### src/rtl/core/idac_pkg.sv
// ----------------------------------------------------------------------------
// idac_pkg: shared types and constants of the IR dock alignment controller
// Contact codes, motion codes and the classified item handed front to back.
// ----------------------------------------------------------------------------
`default_nettype none
package idac_pkg;

  localparam int unsigned DebounceFramesDef = 40;
  localparam int unsigned TimeoutFramesDef  = 250;

  localparam logic [7:0] CodeCharge = 8'hAA;
  localparam logic [7:0] CodeSense  = 8'hBB;
  localparam logic [7:0] CodeBoth   = 8'hCF;
  localparam logic [7:0] CodeLatch  = 8'hFC;
  localparam logic [7:0] CodeFull   = 8'hAB;

  localparam logic [3:0] MvStop  = 4'd0;
  localparam logic [3:0] MvFront = 4'd1;
  localparam logic [3:0] MvBack  = 4'd2;
  localparam logic [3:0] MvFl    = 4'd3;
  localparam logic [3:0] MvFr    = 4'd4;
  localparam logic [3:0] MvBl    = 4'd5;
  localparam logic [3:0] MvBr    = 4'd6;
  localparam logic [3:0] MvAdjL  = 4'd7;
  localparam logic [3:0] MvAdjR  = 4'd8;

  localparam logic [6:0] LeaveStd  = 7'd75;
  localparam logic [6:0] LeaveShort = 7'd80;
  localparam logic [6:0] LeaveLong = 7'd113;

  typedef struct packed {
    logic [7:0]         touch;
    logic [3:0]         pat;
    logic               enable;
    logic               full;
    logic [2:0]         count;
    logic signed [12:0] cur_ma;
  } front_item_t;

endpackage
`default_nettype wire

### src/rtl/core/ir_dock_alignment_controller.sv
// ----------------------------------------------------------------------------
// ir_dock_alignment_controller: charger docking steering from status frames
// Usage:
//   Slave stream carries one charger status frame per item; master stream
//   returns one result item per frame, in order.
//   vehicle_type is written via cfg_we_i/cfg_wdata_i while idle.
//   An accepted item passes the front decode register, then the back state
//   update and result register; back state updates run back to back.
//   Throughput: one item per cycle while the master side takes results.
//   Reset clears all docking state and vehicle_type; no items are held.
//   A stalled master side holds the result; the front register takes one
//   more item, then s_axis_tready drops until the result is taken.
// ----------------------------------------------------------------------------
`default_nettype none
module ir_dock_alignment_controller #(
  parameter int unsigned DebounceFrames = idac_pkg::DebounceFramesDef,
  parameter int unsigned TimeoutFrames  = idac_pkg::TimeoutFramesDef
) (
  input  wire logic        clk_i,
  input  wire logic        rst_ni,
  input  wire logic        cfg_we_i,
  input  wire logic [2:0]  cfg_wdata_i,
  input  wire logic        s_axis_tvalid,
  output logic             s_axis_tready,
  // contact_code[7:0], ir_flags[15:8], current_raw[23:16],
  // recharge_enabled[24], battery_full[25], zero fill
  input  wire logic [31:0] s_axis_tdata,
  output logic             m_axis_tvalid,
  input  wire logic        m_axis_tready,
  // motion[3:0], charging[4], ir_count[7:5], charge_current_ma[20:8],
  // clear_enable[21], zero fill
  output logic [23:0]      m_axis_tdata
);
  import idac_pkg::*;

  logic [2:0]  vtype_q;
  logic        qv, qr;
  front_item_t qi;
  logic [3:0]  mot;
  logic        chg, clr;
  logic [2:0]  cnt;
  logic signed [12:0] cur;

  always_ff @(posedge clk_i or negedge rst_ni) begin
    if (!rst_ni) vtype_q <= 3'd0;
    else if (cfg_we_i) vtype_q <= cfg_wdata_i;
  end

  idac_front u_front (
    .clk_i, .rst_ni,
    .in_valid_i(s_axis_tvalid), .in_ready_o(s_axis_tready),
    .contact_i(s_axis_tdata[7:0]), .flags_i(s_axis_tdata[15:8]),
    .raw_i(s_axis_tdata[23:16]), .enable_i(s_axis_tdata[24]),
    .full_i(s_axis_tdata[25]),
    .q_valid_o(qv), .q_ready_i(qr), .q_item_o(qi)
  );

  idac_back #(.DebounceFrames(DebounceFrames), .TimeoutFrames(TimeoutFrames)) u_back (
    .clk_i, .rst_ni, .vehicle_type_i(vtype_q),
    .q_valid_i(qv), .q_ready_o(qr), .q_item_i(qi),
    .out_valid_o(m_axis_tvalid), .out_ready_i(m_axis_tready),
    .motion_o(mot), .charging_o(chg), .ir_count_o(cnt), .current_o(cur),
    .clear_o(clr)
  );

  assign m_axis_tdata = {2'd0, clr, cur, cnt, chg, mot};
endmodule
`default_nettype wire

### src/rtl/core/idac_front.sv
// ----------------------------------------------------------------------------
// idac_front: input stage
// Accepts frame items, decodes beam pattern, beam count and current in mA.
// ----------------------------------------------------------------------------
`default_nettype none
module idac_front (
  input  wire logic                 clk_i,
  input  wire logic                 rst_ni,
  input  wire logic                 in_valid_i,
  output logic                      in_ready_o,
  input  wire logic [7:0]           contact_i,
  input  wire logic [7:0]           flags_i,
  input  wire logic [7:0]           raw_i,
  input  wire logic                 enable_i,
  input  wire logic                 full_i,
  output logic                      q_valid_o,
  input  wire logic                 q_ready_i,
  output idac_pkg::front_item_t     q_item_o
);
  import idac_pkg::*;

  front_item_t item_d, item_q;
  logic        valid_q;
  logic [3:0]  pat;
  logic [8:0]  mag;
  logic [13:0] prod;

  assign in_ready_o = !valid_q || q_ready_i;
  assign pat = flags_i[5:2];
  assign mag = (raw_i > 8'd128) ? (9'd256 - {1'b0, raw_i}) : {1'b0, raw_i};
  assign prod = {mag, 5'd0} - {4'd0, mag, 1'b0};

  always_comb begin
    item_d.touch  = contact_i;
    item_d.pat    = pat;
    item_d.enable = enable_i;
    item_d.full   = full_i;
    item_d.count  = 3'({2'd0, pat[0]} + {2'd0, pat[1]} + {2'd0, pat[2]} + {2'd0, pat[3]});
    if (pat == 4'd0 || pat == 4'd5) item_d.count = 3'd0;
    item_d.cur_ma = (raw_i > 8'd128) ? -$signed(prod[12:0]) : $signed(prod[12:0]);
  end

  always_ff @(posedge clk_i or negedge rst_ni) begin
    if (!rst_ni) begin
      valid_q <= 1'b0;
    end else if (in_ready_o) begin
      valid_q <= in_valid_i;
    end
  end

  always_ff @(posedge clk_i) begin
    if (in_ready_o && in_valid_i) item_q <= item_d;
  end

  assign q_valid_o = valid_q;
  assign q_item_o  = item_q;
endmodule
`default_nettype wire

### src/rtl/core/idac_back.sv
// ----------------------------------------------------------------------------
// idac_back: docking state machine and result register
// Updates contact, leave and timeout state once per item; registers result.
// ----------------------------------------------------------------------------
`default_nettype none
module idac_back #(
  parameter int unsigned DebounceFrames = idac_pkg::DebounceFramesDef,
  parameter int unsigned TimeoutFrames  = idac_pkg::TimeoutFramesDef
) (
  input  wire logic                 clk_i,
  input  wire logic                 rst_ni,
  input  wire logic [2:0]           vehicle_type_i,
  input  wire logic                 q_valid_i,
  output logic                      q_ready_o,
  input  wire idac_pkg::front_item_t q_item_i,
  output logic                      out_valid_o,
  input  wire logic                 out_ready_i,
  output logic [3:0]                motion_o,
  output logic                      charging_o,
  output logic [2:0]                ir_count_o,
  output logic signed [12:0]        current_o,
  output logic                      clear_o
);
  import idac_pkg::*;

  localparam logic [5:0] DebLim = 6'(DebounceFrames);
  localparam logic [7:0] ToLim  = 8'(TimeoutFrames);

  logic [3:0] pnow_q, pnow_d, pbef_q, pbef_d;
  logic [7:0] cbef_q, cbef_d;
  logic [1:0] lock_q, lock_d, lmode_q, lmode_d;
  logic [6:0] ltim_q, ltim_d;
  logic [5:0] cdeb_q, cdeb_d, sdeb_q, sdeb_d;
  logic [7:0] adj_q, adj_d, ctc_q, ctc_d, sto_q, sto_d, dto_q, dto_d;
  logic [7:0] shd_q, shd_d, lcnt_q, lcnt_d;
  logic       cseen_q, cseen_d, sseen_q, sseen_d, latch_q, latch_d;
  logic       ovalid_q;
  logic [3:0] mot_d;
  logic       clr_d;
  logic       fire;

  function automatic logic [7:0] inc8(input logic [7:0] v);
    return (v == 8'hFF) ? v : v + 8'd1;
  endfunction

  function automatic logic [3:0] beam(input logic [3:0] p, input logic [3:0] b);
    case (p)
      4'd1:  beam = MvFr;
      4'd2:  beam = MvBl;
      4'd3:  beam = MvFr;
      4'd4:  beam = MvFl;
      4'd6:  beam = (b == 4'd2) ? MvBack : MvFl;
      4'd7:  beam = MvBack;
      4'd8:  beam = (b == 4'd9) ? MvBack : MvBr;
      4'd9:  beam = (b == 4'd8 || b == 4'd1) ? MvBack : MvFr;
      4'd10: beam = MvBack;
      4'd11: beam = (b == 4'd9) ? MvBack : MvFr;
      4'd12: beam = MvBr;
      4'd13: beam = MvBack;
      4'd14: beam = (b == 4'd6 || b == 4'd3) ? MvBack : MvFl;
      4'd15: beam = MvBack;
      default: beam = MvStop;
    endcase
  endfunction

  assign q_ready_o = !ovalid_q || out_ready_i;
  assign fire = q_valid_i && q_ready_o;

  always_comb begin
    logic [7:0] touch;
    logic       en;
    logic [6:0] leave;
    logic [6:0] lt;
    logic [5:0] f;
    touch = q_item_i.touch;
    en = q_item_i.enable;
    leave = LeaveStd;
    lt = 7'd0;
    f = 6'd0;
    clr_d = 1'b0;
    pnow_d = pnow_q; pbef_d = pbef_q; lock_d = lock_q; lmode_d = lmode_q;
    ltim_d = ltim_q; cdeb_d = cdeb_q; sdeb_d = sdeb_q; adj_d = adj_q;
    ctc_d = ctc_q; sto_d = sto_q; dto_d = dto_q; shd_d = shd_q; lcnt_d = lcnt_q;
    cseen_d = cseen_q; sseen_d = sseen_q; latch_d = latch_q;
    if (sseen_d && cseen_d) begin
      sseen_d = 1'b0; cseen_d = 1'b0; adj_d = inc8(adj_d);
    end
    if (cbef_q != CodeCharge && touch == CodeCharge) begin
      sto_d = 8'd0; ctc_d = inc8(ctc_d); dto_d = 8'd0;
    end
    if (cbef_q != CodeSense && touch == CodeSense) dto_d = 8'd0;
    cbef_d = touch;
    if (adj_d != 8'd0) dto_d = inc8(dto_d);
    if (dto_d > ToLim) begin adj_d = 8'd0; dto_d = 8'd0; end
    if (ctc_d != 8'd0) sto_d = inc8(sto_d);
    if (sto_d > ToLim) begin ctc_d = 8'd0; sto_d = 8'd0; end
    if (latch_d && touch != CodeCharge && touch != CodeBoth) begin
      if (touch == CodeFull && q_item_i.full) begin en = 1'b0; clr_d = 1'b1; end
      adj_d = 8'd0; latch_d = 1'b0;
    end
    if (latch_d) touch = CodeLatch;
    if (!en) begin
      adj_d = 8'd0; latch_d = 1'b0; ctc_d = 8'd0;
    end else if (vehicle_type_i <= 3'd1) begin
      leave = LeaveShort;
    end else if (vehicle_type_i == 3'd4 || vehicle_type_i == 3'd5) begin
      leave = LeaveLong;
    end
    if (en) begin
      if (q_item_i.pat != pnow_d) pbef_d = pnow_d;
      pnow_d = q_item_i.pat;
    end
    mot_d = beam(q_item_i.pat, pbef_d);
    if (touch == CodeCharge || lock_d == 2'd1) begin
      mot_d = MvStop;
      if (cdeb_d >= DebLim) begin
        cseen_d = 1'b1; f = DebLim + 6'd1; lock_d = 2'd1; mot_d = MvAdjR;
        if (adj_d == 8'd2 || (ctc_d >= 8'd3 && adj_d != 8'd0)) begin
          mot_d = MvStop; latch_d = 1'b1; ctc_d = 8'd0;
        end
      end else begin
        f = cdeb_d + 6'd1;
      end
      cdeb_d = f;
    end else if (touch == CodeSense || lock_d == 2'd2) begin
      mot_d = MvStop;
      if (sdeb_d >= DebLim) begin
        sseen_d = 1'b1; f = DebLim + 6'd1; lock_d = 2'd2; mot_d = MvAdjL;
      end else begin
        f = sdeb_d + 6'd1;
      end
      sdeb_d = f;
    end else if (touch == CodeBoth || touch == CodeLatch) begin
      latch_d = 1'b1; ctc_d = 8'd0; mot_d = MvStop;
    end
    if (lock_d != 2'd0) begin
      lt = ltim_d + 7'd1;
      ltim_d = lt;
      if (lt > leave) begin
        if (lock_d == 2'd1 || lock_d == 2'd2) lmode_d = lock_d;
        lock_d = 2'd0; ltim_d = 7'd0; cdeb_d = 6'd0; sdeb_d = 6'd0;
      end
    end else begin
      ltim_d = 7'd0;
    end
    if (lmode_d != 2'd0) begin
      lcnt_d = inc8(lcnt_d);
      if (lcnt_d == 8'hFF) begin lcnt_d = 8'd0; lmode_d = 2'd0; shd_d = 8'd0; end
      if (q_item_i.pat == 4'd9) begin mot_d = MvFr; shd_d = inc8(shd_d); end
      else if (q_item_i.pat == 4'd6) begin mot_d = MvFl; shd_d = inc8(shd_d); end
      else if (q_item_i.pat != 4'd15) begin mot_d = MvFront; shd_d = 8'd0; end
      if (shd_d > ToLim) begin adj_d = 8'd0; ctc_d = 8'd0; end
      if (pbef_d == 4'd15 || pbef_d == 4'd9 || pbef_d == 4'd6) begin
        lcnt_d = 8'd0; lmode_d = 2'd0; shd_d = 8'd0;
      end
    end
    if (latch_d) mot_d = MvStop;
  end

  always_ff @(posedge clk_i or negedge rst_ni) begin
    if (!rst_ni) begin
      pnow_q <= '0; pbef_q <= '0; cbef_q <= '0; lock_q <= '0; lmode_q <= '0;
      ltim_q <= '0; cdeb_q <= '0; sdeb_q <= '0; adj_q <= '0; ctc_q <= '0;
      sto_q <= '0; dto_q <= '0; shd_q <= '0; lcnt_q <= '0;
      cseen_q <= 1'b0; sseen_q <= 1'b0; latch_q <= 1'b0; ovalid_q <= 1'b0;
    end else begin
      if (q_ready_o) ovalid_q <= q_valid_i;
      if (fire) begin
        pnow_q <= pnow_d; pbef_q <= pbef_d; cbef_q <= cbef_d; lock_q <= lock_d;
        lmode_q <= lmode_d; ltim_q <= ltim_d; cdeb_q <= cdeb_d; sdeb_q <= sdeb_d;
        adj_q <= adj_d; ctc_q <= ctc_d; sto_q <= sto_d; dto_q <= dto_d;
        shd_q <= shd_d; lcnt_q <= lcnt_d; cseen_q <= cseen_d; sseen_q <= sseen_d;
        latch_q <= latch_d;
      end
    end
  end

  always_ff @(posedge clk_i) begin
    if (fire) begin
      motion_o   <= mot_d;
      charging_o <= latch_d;
      ir_count_o <= q_item_i.count;
      current_o  <= q_item_i.cur_ma;
      clear_o    <= clr_d;
    end
  end

  assign out_valid_o = ovalid_q;
endmodule
`default_nettype wire

### config.mk
export PLATFORM = sky130hd
export DESIGN_NAME = ir_dock_alignment_controller
export DESIGN_NICKNAME = d
export VERILOG_FILES = /design/src/rtl/core/idac_pkg.sv /design/src/rtl/core/ir_dock_alignment_controller.sv /design/src/rtl/core/idac_front.sv /design/src/rtl/core/idac_back.sv
export SDC_FILE = /design/constraint.sdc
export NUM_CORES = 1
export LEC_CHECK = 0
export BUFFER_PORTS_ARGS = -buffer_cell sky130_fd_sc_hd__buf_4
export CAP_MARGIN = 20
export CORE_MARGIN = 3
export CORE_UTILIZATION = 40
export DETAILED_ROUTE_END_ITERATION = 16
export SLEW_MARGIN = 20
export SYNTH_ARGS = -nofsm -noshare
export SYNTH_HDL_FRONTEND = slang
export SYNTH_SLANG_ARGS = --single-unit
export TNS_END_PERCENT = 5
### constraint.sdc
create_clock -name clk_i -period 4.06 [get_ports clk_i]
set_clock_uncertainty 0.2 [all_clocks]
set_input_delay 0 -clock clk_i [delete_from_list [all_inputs] [get_ports clk_i]]
set_output_delay 0 -clock clk_i [all_outputs]
set_load 0.02 [all_outputs]
# Word level (Yosys, flattened, before mapping)
# Cells that the tools add are included.
op_classes:
  add_sub_neg: 15
  magnitude_cmp: 9
  n_eq_ne: 49
  n_mux: 102
  reduce_logical: 34
ops:
  columns: ["cell", "n"]
  rows:
  - ["8-bit two-way mux", 39]
  - ["8-bit == test, second input constant", 14]
  - ["6-bit two-way mux", 10]
  - ["8-bit by 1-bit adder with 8-bit output, second input constant", 6]
  - ["4-bit == test, second input constant", 11]
  - ["4-bit two-way mux", 11]
  - ["4-bit case mux with 10 select lines", 1]
  - ["8-bit > comparator, second input constant", 4]
  - ["8-bit != test, second input constant", 4]
  - ["7-bit two-way mux", 4]
  - ["2-bit two-way mux", 12]
  - ["8-bit nonzero test", 3]
  - ["4-bit by 3-bit == test with 1-bit output, second input constant", 5]
  - ["1-bit two-way mux", 19]
  - ["4-bit by 2-bit == test with 1-bit output, second input constant", 4]
  - ["1-bit logical OR", 13]
  - ["13-bit two-way mux", 1]
  - ["13-bit negator", 1]
  - ["13-bit by 10-bit subtractor with 13-bit output", 1]
  - ["6-bit by 1-bit adder with 6-bit output, second input constant", 2]
  - ["6-bit greater-or-equal comparator, second input constant", 2]
  - ["3-bit two-way mux", 4]
  - ["1-bit logical AND", 9]
  - ["9-bit two-way mux", 1]
  - ["20 further kinds", 28]
totals:
  reg_bits: 147
  in_bits: 40
  output_inout_bits: 26
  wordCells: 240

# Depth between registers and ports, before layout
depth:
  word_depth: 24
  depth_mapped: 18
  depth_no_buf: 17

# By module
# Synthesis repeated with hierarchy kept, for this count alone.
unflattened:
  hier_cells: 1114
  area_unflattened_um2: 10023.4
modules_own_cells:
  columns: ["mod", "instances", "cells_each", "area_each_um2", "seq_area_each_um2"]
  rows:
  - ["idac_back", 1, 897, 7694.9, 2937.8]
  - ["idac_front", 1, 206, 2185.8, 895.9]
  - ["ir_dock_alignment_controller", 1, 11, 142.6, 75.1]

# Worst setup path after synthesis
# OpenSTA, ideal clock, no wires.
synth_timing:
  path_kind: "reg2reg"
  from: "register u_back.lcnt_q[0]"
  to: "register u_back.ctc_q[1]"
  setup_ps: 122
  t_arrival_ps: 4158
  t_required_ps: 3738
  slack_ps: -420
  path_stages_with_launch: 19
  n_path_buf: 1
  synth_period_minus_slack_ps: 4480
  cell_sequence: "dfrtp_1 -> ha_1 -> nand3_1 -> or2_2 -> a211oi_2 -> and3_1 -> clkbuf_1 -> nor2_1 -> ha_1 -> and4_1 -> nand4_1 -> nor3b_1 -> a31o_2 -> o32ai_1 -> a2111oi_1 -> nor3_1 -> o31ai_2 -> nor2_1 -> a32o_1"
synth_via:
  elab_chain_len: 13
  word_cells_on_any_way: 16
  classes_between: "2 x add/sub; 1 x order compare; 3 x eq/ne; 10 x mux"
synth_rtl:
  columns: ["item", "line_no", "rtl"]
  rows:
  - ["from (decl)", "idac_back.sv:35", "logic [7:0] shd_q, shd_d, lcnt_q, lcnt_d;"]
  - ["from (signal assigned)", "idac_back.sv:164", "sto_q <= '0; dto_q <= '0; shd_q <= '0; lcnt_q <= '0;"]
  - ["from (signal assigned)", "idac_back.sv:172", "shd_q <= shd_d; lcnt_q <= lcnt_d; cseen_q <= cseen_d; sseen_q <= sseen_d;"]
  - ["8-bit by 1-bit adder with 8-bit output / 8-bit == test (equally long branches)", "idac_back.sv:43", "return (v == 8'hFF) ? v : v + 8'd1;"]
  - ["8-bit two-way mux (*)", "idac_back.sv:43", null]
  - ["8-bit == test (*)", "idac_back.sv:148", "if (lcnt_d == 8'hFF) begin lcnt_d = 8'd0; lmode_d = 2'd0; shd_d = 8'd0; end"]
  - ["8-bit two-way mux (*)", "idac_back.sv:148", null]
  - ["8-bit two-way mux (*)", "idac_back.sv:146", "if (lmode_d != 2'd0) begin"]
  - ["8-bit by 1-bit adder with 8-bit output / 8-bit == test (equally long branches)", "idac_back.sv:43", null]
  - ["8-bit two-way mux", "idac_back.sv:43", null]
  - ["8-bit two-way mux", "idac_back.sv:150", "else if (q_item_i.pat == 4'd6) begin mot_d = MvFl; shd_d = inc8(shd_d); end"]
  - ["8-bit two-way mux (*)", "idac_back.sv:149", "if (q_item_i.pat == 4'd9) begin mot_d = MvFr; shd_d = inc8(shd_d); end"]
  - ["8-bit two-way mux (*)", "idac_back.sv:146", null]
  - ["8-bit > comparator (*)", "idac_back.sv:152", "if (shd_d > ToLim) begin adj_d = 8'd0; ctc_d = 8'd0; end"]
  - ["8-bit two-way mux (*)", "idac_back.sv:152", null]
  - ["8-bit two-way mux (*)", "idac_back.sv:146", null]
  - ["to (signal assigned)", "idac_back.sv:171", "adj_q <= adj_d; ctc_q <= ctc_d; sto_q <= sto_d; dto_q <= dto_d;"]
  - ["to (decl)", "idac_back.sv:34", "logic [7:0] adj_q, adj_d, ctc_q, ctc_d, sto_q, sto_d, dto_q, dto_d;"]
# Mark *: on every way between the ends. The rest lies on a longest branch, timed or not. The select of a mux whose other input is x is not followed.
# A chain may end at the register's enable or synchronous reset.

# Final worst setup path
layout_timing:
  from: "register u_back.lcnt_q[0]"
  to: "register u_back.adj_q[3]"
layout_via:
  elab_chain_len: 13
  word_cells_on_any_way: 16
  classes_between: "2 x add/sub; 1 x order compare; 3 x eq/ne; 10 x mux"
layout_rtl:
  columns: ["item", "line_no"]
  rows:
  - ["8-bit by 1-bit adder with 8-bit output / 8-bit == test (equally long branches)", "idac_back.sv:43"]
  - ["8-bit two-way mux (*)", "idac_back.sv:43"]
  - ["8-bit == test (*)", "idac_back.sv:148"]
  - ["8-bit two-way mux (*)", "idac_back.sv:148"]
  - ["8-bit two-way mux (*)", "idac_back.sv:146"]
  - ["8-bit by 1-bit adder with 8-bit output / 8-bit == test (equally long branches)", "idac_back.sv:43"]
  - ["8-bit two-way mux", "idac_back.sv:43"]
  - ["8-bit two-way mux", "idac_back.sv:150"]
  - ["8-bit two-way mux (*)", "idac_back.sv:149"]
  - ["8-bit two-way mux (*)", "idac_back.sv:146"]
  - ["8-bit > comparator (*)", "idac_back.sv:152"]
  - ["8-bit two-way mux (*)", "idac_back.sv:152"]
  - ["8-bit two-way mux (*)", "idac_back.sv:146"]
  - ["to (signal assigned)", "idac_back.sv:171"]
  - ["to (decl)", "idac_back.sv:34"]
# Marked as above.

==> run metrics <==
clock share of power 0.308; Die Y between 150 and 200 um; number of H-tree levels 4; top-area cell type share of the netlist area 0.251; ys flop type dfrtp_1; number of synthesized flops with an enable pin 50; Cells after Synth roughly 1000; Yosys cell types 94; transition time of the tightest slew-check pin about 0.73 ns; Final Hold Violating Endpoints 10; Psw around 0.0016 W; num rows between 50 and 60; Seq/Total Area, Yosys 0.411; routed len/inst between 15 and 20 um; Synth Cell Area around 0.0094 mm^2; final max-slew violation count 0; gr ovfl total 0; critical path arrival about 4.5 ns; TritonCTS Buffers 17; area grow syn2layout 28.9%; Achievable Freq ~0.23 GHz; Tmin final ~4.4 ns; Clock Path Buffers 2; final net count approximately 1300; Initial Util 0.410; sw frac 0.342; DR pass1 iterations 4; die area roughly 0.025 mm^2; DRC viols 0; maximum fanout along the worst path 5; via count of the first global-routing pass just over 8000; antenna violations before repair 0; Root Driver clkbuf_16; n_diodes 0; Vias 8591; RSZ-0062 raised after global routing yes; DR iter-0 viols between 500 and 600; warning count from the yosys run 0; sequential power share 0.397; top post-synthesis cells by area dfrtp_1 25%, edfxtp_1 16%, nand2_1 4.8%, ha_1 3.6%, a21oi_1 2.9%; share of layout cells above drive strength 1 0.257; Worst Setup Slack, final -0.342 ns; worst hold slack -0.0267 ns; Async S/R FF share, synth 0.653; clk slew on worst S/H paths 0.07 ns; dpl hpwl around 17 mm; worst rel slew slack 0.501; most frequent cells in the layout 187 x buf_4, 119 x nand2_1, 93 x dfrtp_1, 68 x nor2_1, 53 x a21oi_1; Skew-Pair Late Insertion Delay 0.43 ns; CORE AREA roughly 0.023 mm^2; largest area contributor in the netlist dfrtp_1; post-route cell area approximately 0.012 mm^2; GP Congestion 0.869; Worst Setup Path Type reg2reg; total power per unit cell area about 400 mW/mm^2; largest net degree at the start of global routing 72; final number of setup-violating endpoints 16; die span in x between 150 and 200 um; Pint 0.00315 W; CTS tree built; max_cap viols 0; Yosys reg bits approximately 140; Total Wirelength between 20 and 25 mm; GRT Total Usage 0.193; status complete, but fails checks; Avg Inst Size Synth 9.19 um^2; Setup crit end kind flip-flop; fin crit share 1.08; DP Area 0.0110 mm^2; setup TNS -3.86 ns; Post-DRT Antenna Nets 0; DR vias/cell approximately 5.6; type of origin of the critical path flip-flop; CTS Sinks between 100 and 150; Worst Path Required around 4.2 ns; HP Class in2async; most common cell after layout, fill and taps aside buf_4; leakage power ~5.0 nW; Port Buffers 51; Gate power share 0.296; I/O pin cnt 66; Worst VDD drop ~0.26 mV; global-route wire length before repair roughly 41 mm; failing checks hold timing, setup timing
==> cell type report <==
cell class,count,area [um^2]
inverter,32,120
clock buffer,19,443
multi-input combinational,795,5450
timing repair buffer,218,1720
sequential,144,3850
tap,313,392
clock inverter,13,103
fill,2114,10800
==> layer usage <==
metal  global-route usage  routed length, um  vias to the layer above
met3               0.0341               1180                       25
met2                0.308              11500                      224
met1                0.270              11700                     4119
met4               0.0557                278                        0
li1                     -                  -                     4223
met5                    0                  0                        -
==> cells by family after synthesis <==
logic type	share of synthesized area
other	0.000802
XOR/XNOR	0.0355
flip-flops	0.411
multiplexers	0.0319
buffers and inverters	0.0389
adder cells (fa/ha/maj)	0.0382
AO/OA/AOI/OAI	0.216
AND/OR/NAND/NOR	0.227
==> critical path, cell delays in order, from the launching register on <==
cell	delay (ns)
dfrtp_2	0.43
ha_4	0.18
and3_4	0.19
nand4b_1	0.14
nand3_2	0.11
and3_4	0.22
nor2b_2	0.12
ha_2	0.19
and4_1	0.23
nand4_1	0.17
buf_4	0.20
nor3b_1	0.13
a31o_2	0.26
o32ai_2	0.24
buf_4	0.16
a2111oi_4	0.05
buf_4	0.16
buf_6	0.11
a211oi_4	0.29
nand3_2	0.20
o311ai_2	0.31
==> final timing paths <==
path                       cells past startpoint  slack (ns)              endpoint                 start
setup / recovery                              20       -0.34       u_back.adj_q[3]      u_back.lcnt_q[0]
hold / removal                                 2       -0.03       u_back.ctc_q[4]                rst_ni
setup reg to reg                              20       -0.34       u_back.adj_q[3]      u_back.lcnt_q[0]
hold reg to reg                                0        0.22  u_back.ir_count_o[1]  u_front.q_item_o[14]
max in group asynchronous                      3        2.87      u_back.cbef_q[6]                rst_ni
min in group clk_i                             5        0.02  u_front.q_item_o[12]      s_axis_tdata[22]
==> per-stage QoR <==
stage | utilization | worst slack [ns] | hold WS [ns] | cells | total power, W
3_5_place_dp | 0.480 | -0.381 | -0.0203 | 1461 | 0.00328
3_3_place_gp | 0.480 | -0.298 | -0.0214 | 1461 | 0.00326
5_1_grt | 0.529 | -0.510 | 0.0306 | 1534 | 0.00509
6_report | 0.529 | -0.342 | -0.0267 | 1534 | 0.00479
2_1_floorplan | - | -0.0170 | -0.496 | 1022 | 0.00284
4_1_cts | 0.520 | -0.247 | 0.00179 | 1526 | 0.00480
==> registers in the layout (all words and copies together), names as in the netlist, 2 cells and up <==
name / cells
u_back.adj_q: 8
u_back.cbef_q: 8
u_back.cdeb_q: 6
u_back.ctc_q: 8
u_back.current_o: 12
u_back.dto_q: 8
u_back.ir_count_o: 3
u_back.lcnt_q: 8
u_back.lmode_q: 2
u_back.lock_q: 2
u_back.ltim_q: 7
u_back.motion_o: 4
u_back.pbef_q: 4
u_back.pnow_q: 4
u_back.sdeb_q: 6
u_back.shd_q: 8
u_back.sto_q: 8
u_front.q_item_o: 29
vtype_q: 2
==> cells in the mapped netlist, drive strengths merged (6+ instances only) <==
master  instances
nand4b          6
a21oi          55
mux2i          13
mux2           15
nand3          44
o21a           11
o41ai           7
nor3           31
or2             8
nor3b           6
o31ai          24
nand2b         14
a22o            6
a32o            8
a31oi          17
nor2b          12
xnor2          23
dfrtp          94
and2           15
nand4          18
a211oi         12
and3           20
ha             27
nand2         122
nor4            9
buf            19
xor2           15
clkbuf         32
o211ai         14
or3            12
nor2           72
o22ai           9
a21o            7
inv            32
o21ai          56
edfxtp         50
==> power groups by stage <==
stage	clock network [W]	logic, W	registers [W]
6_report	0.00147	0.00142	0.00190
3_5_place_dp	0	0.00136	0.00192
4_1_cts	0.00150	0.00140	0.00190
5_1_grt	0.00158	0.00158	0.00193
2_1_floorplan	0	0.000961	0.00188
3_3_place_gp	0	0.00135	0.00192
==> what timing repair did <==
item	CTS	global route
setup endpoints to repair	28	42
setup buffers	6	10
hold buffers	27	0
gates cloned	0	0
endpoints found under the hold margin	97	0
pin swaps	4	19
resized for setup	13	27
No activity file was read; power rests on OpenSTA's default activity.
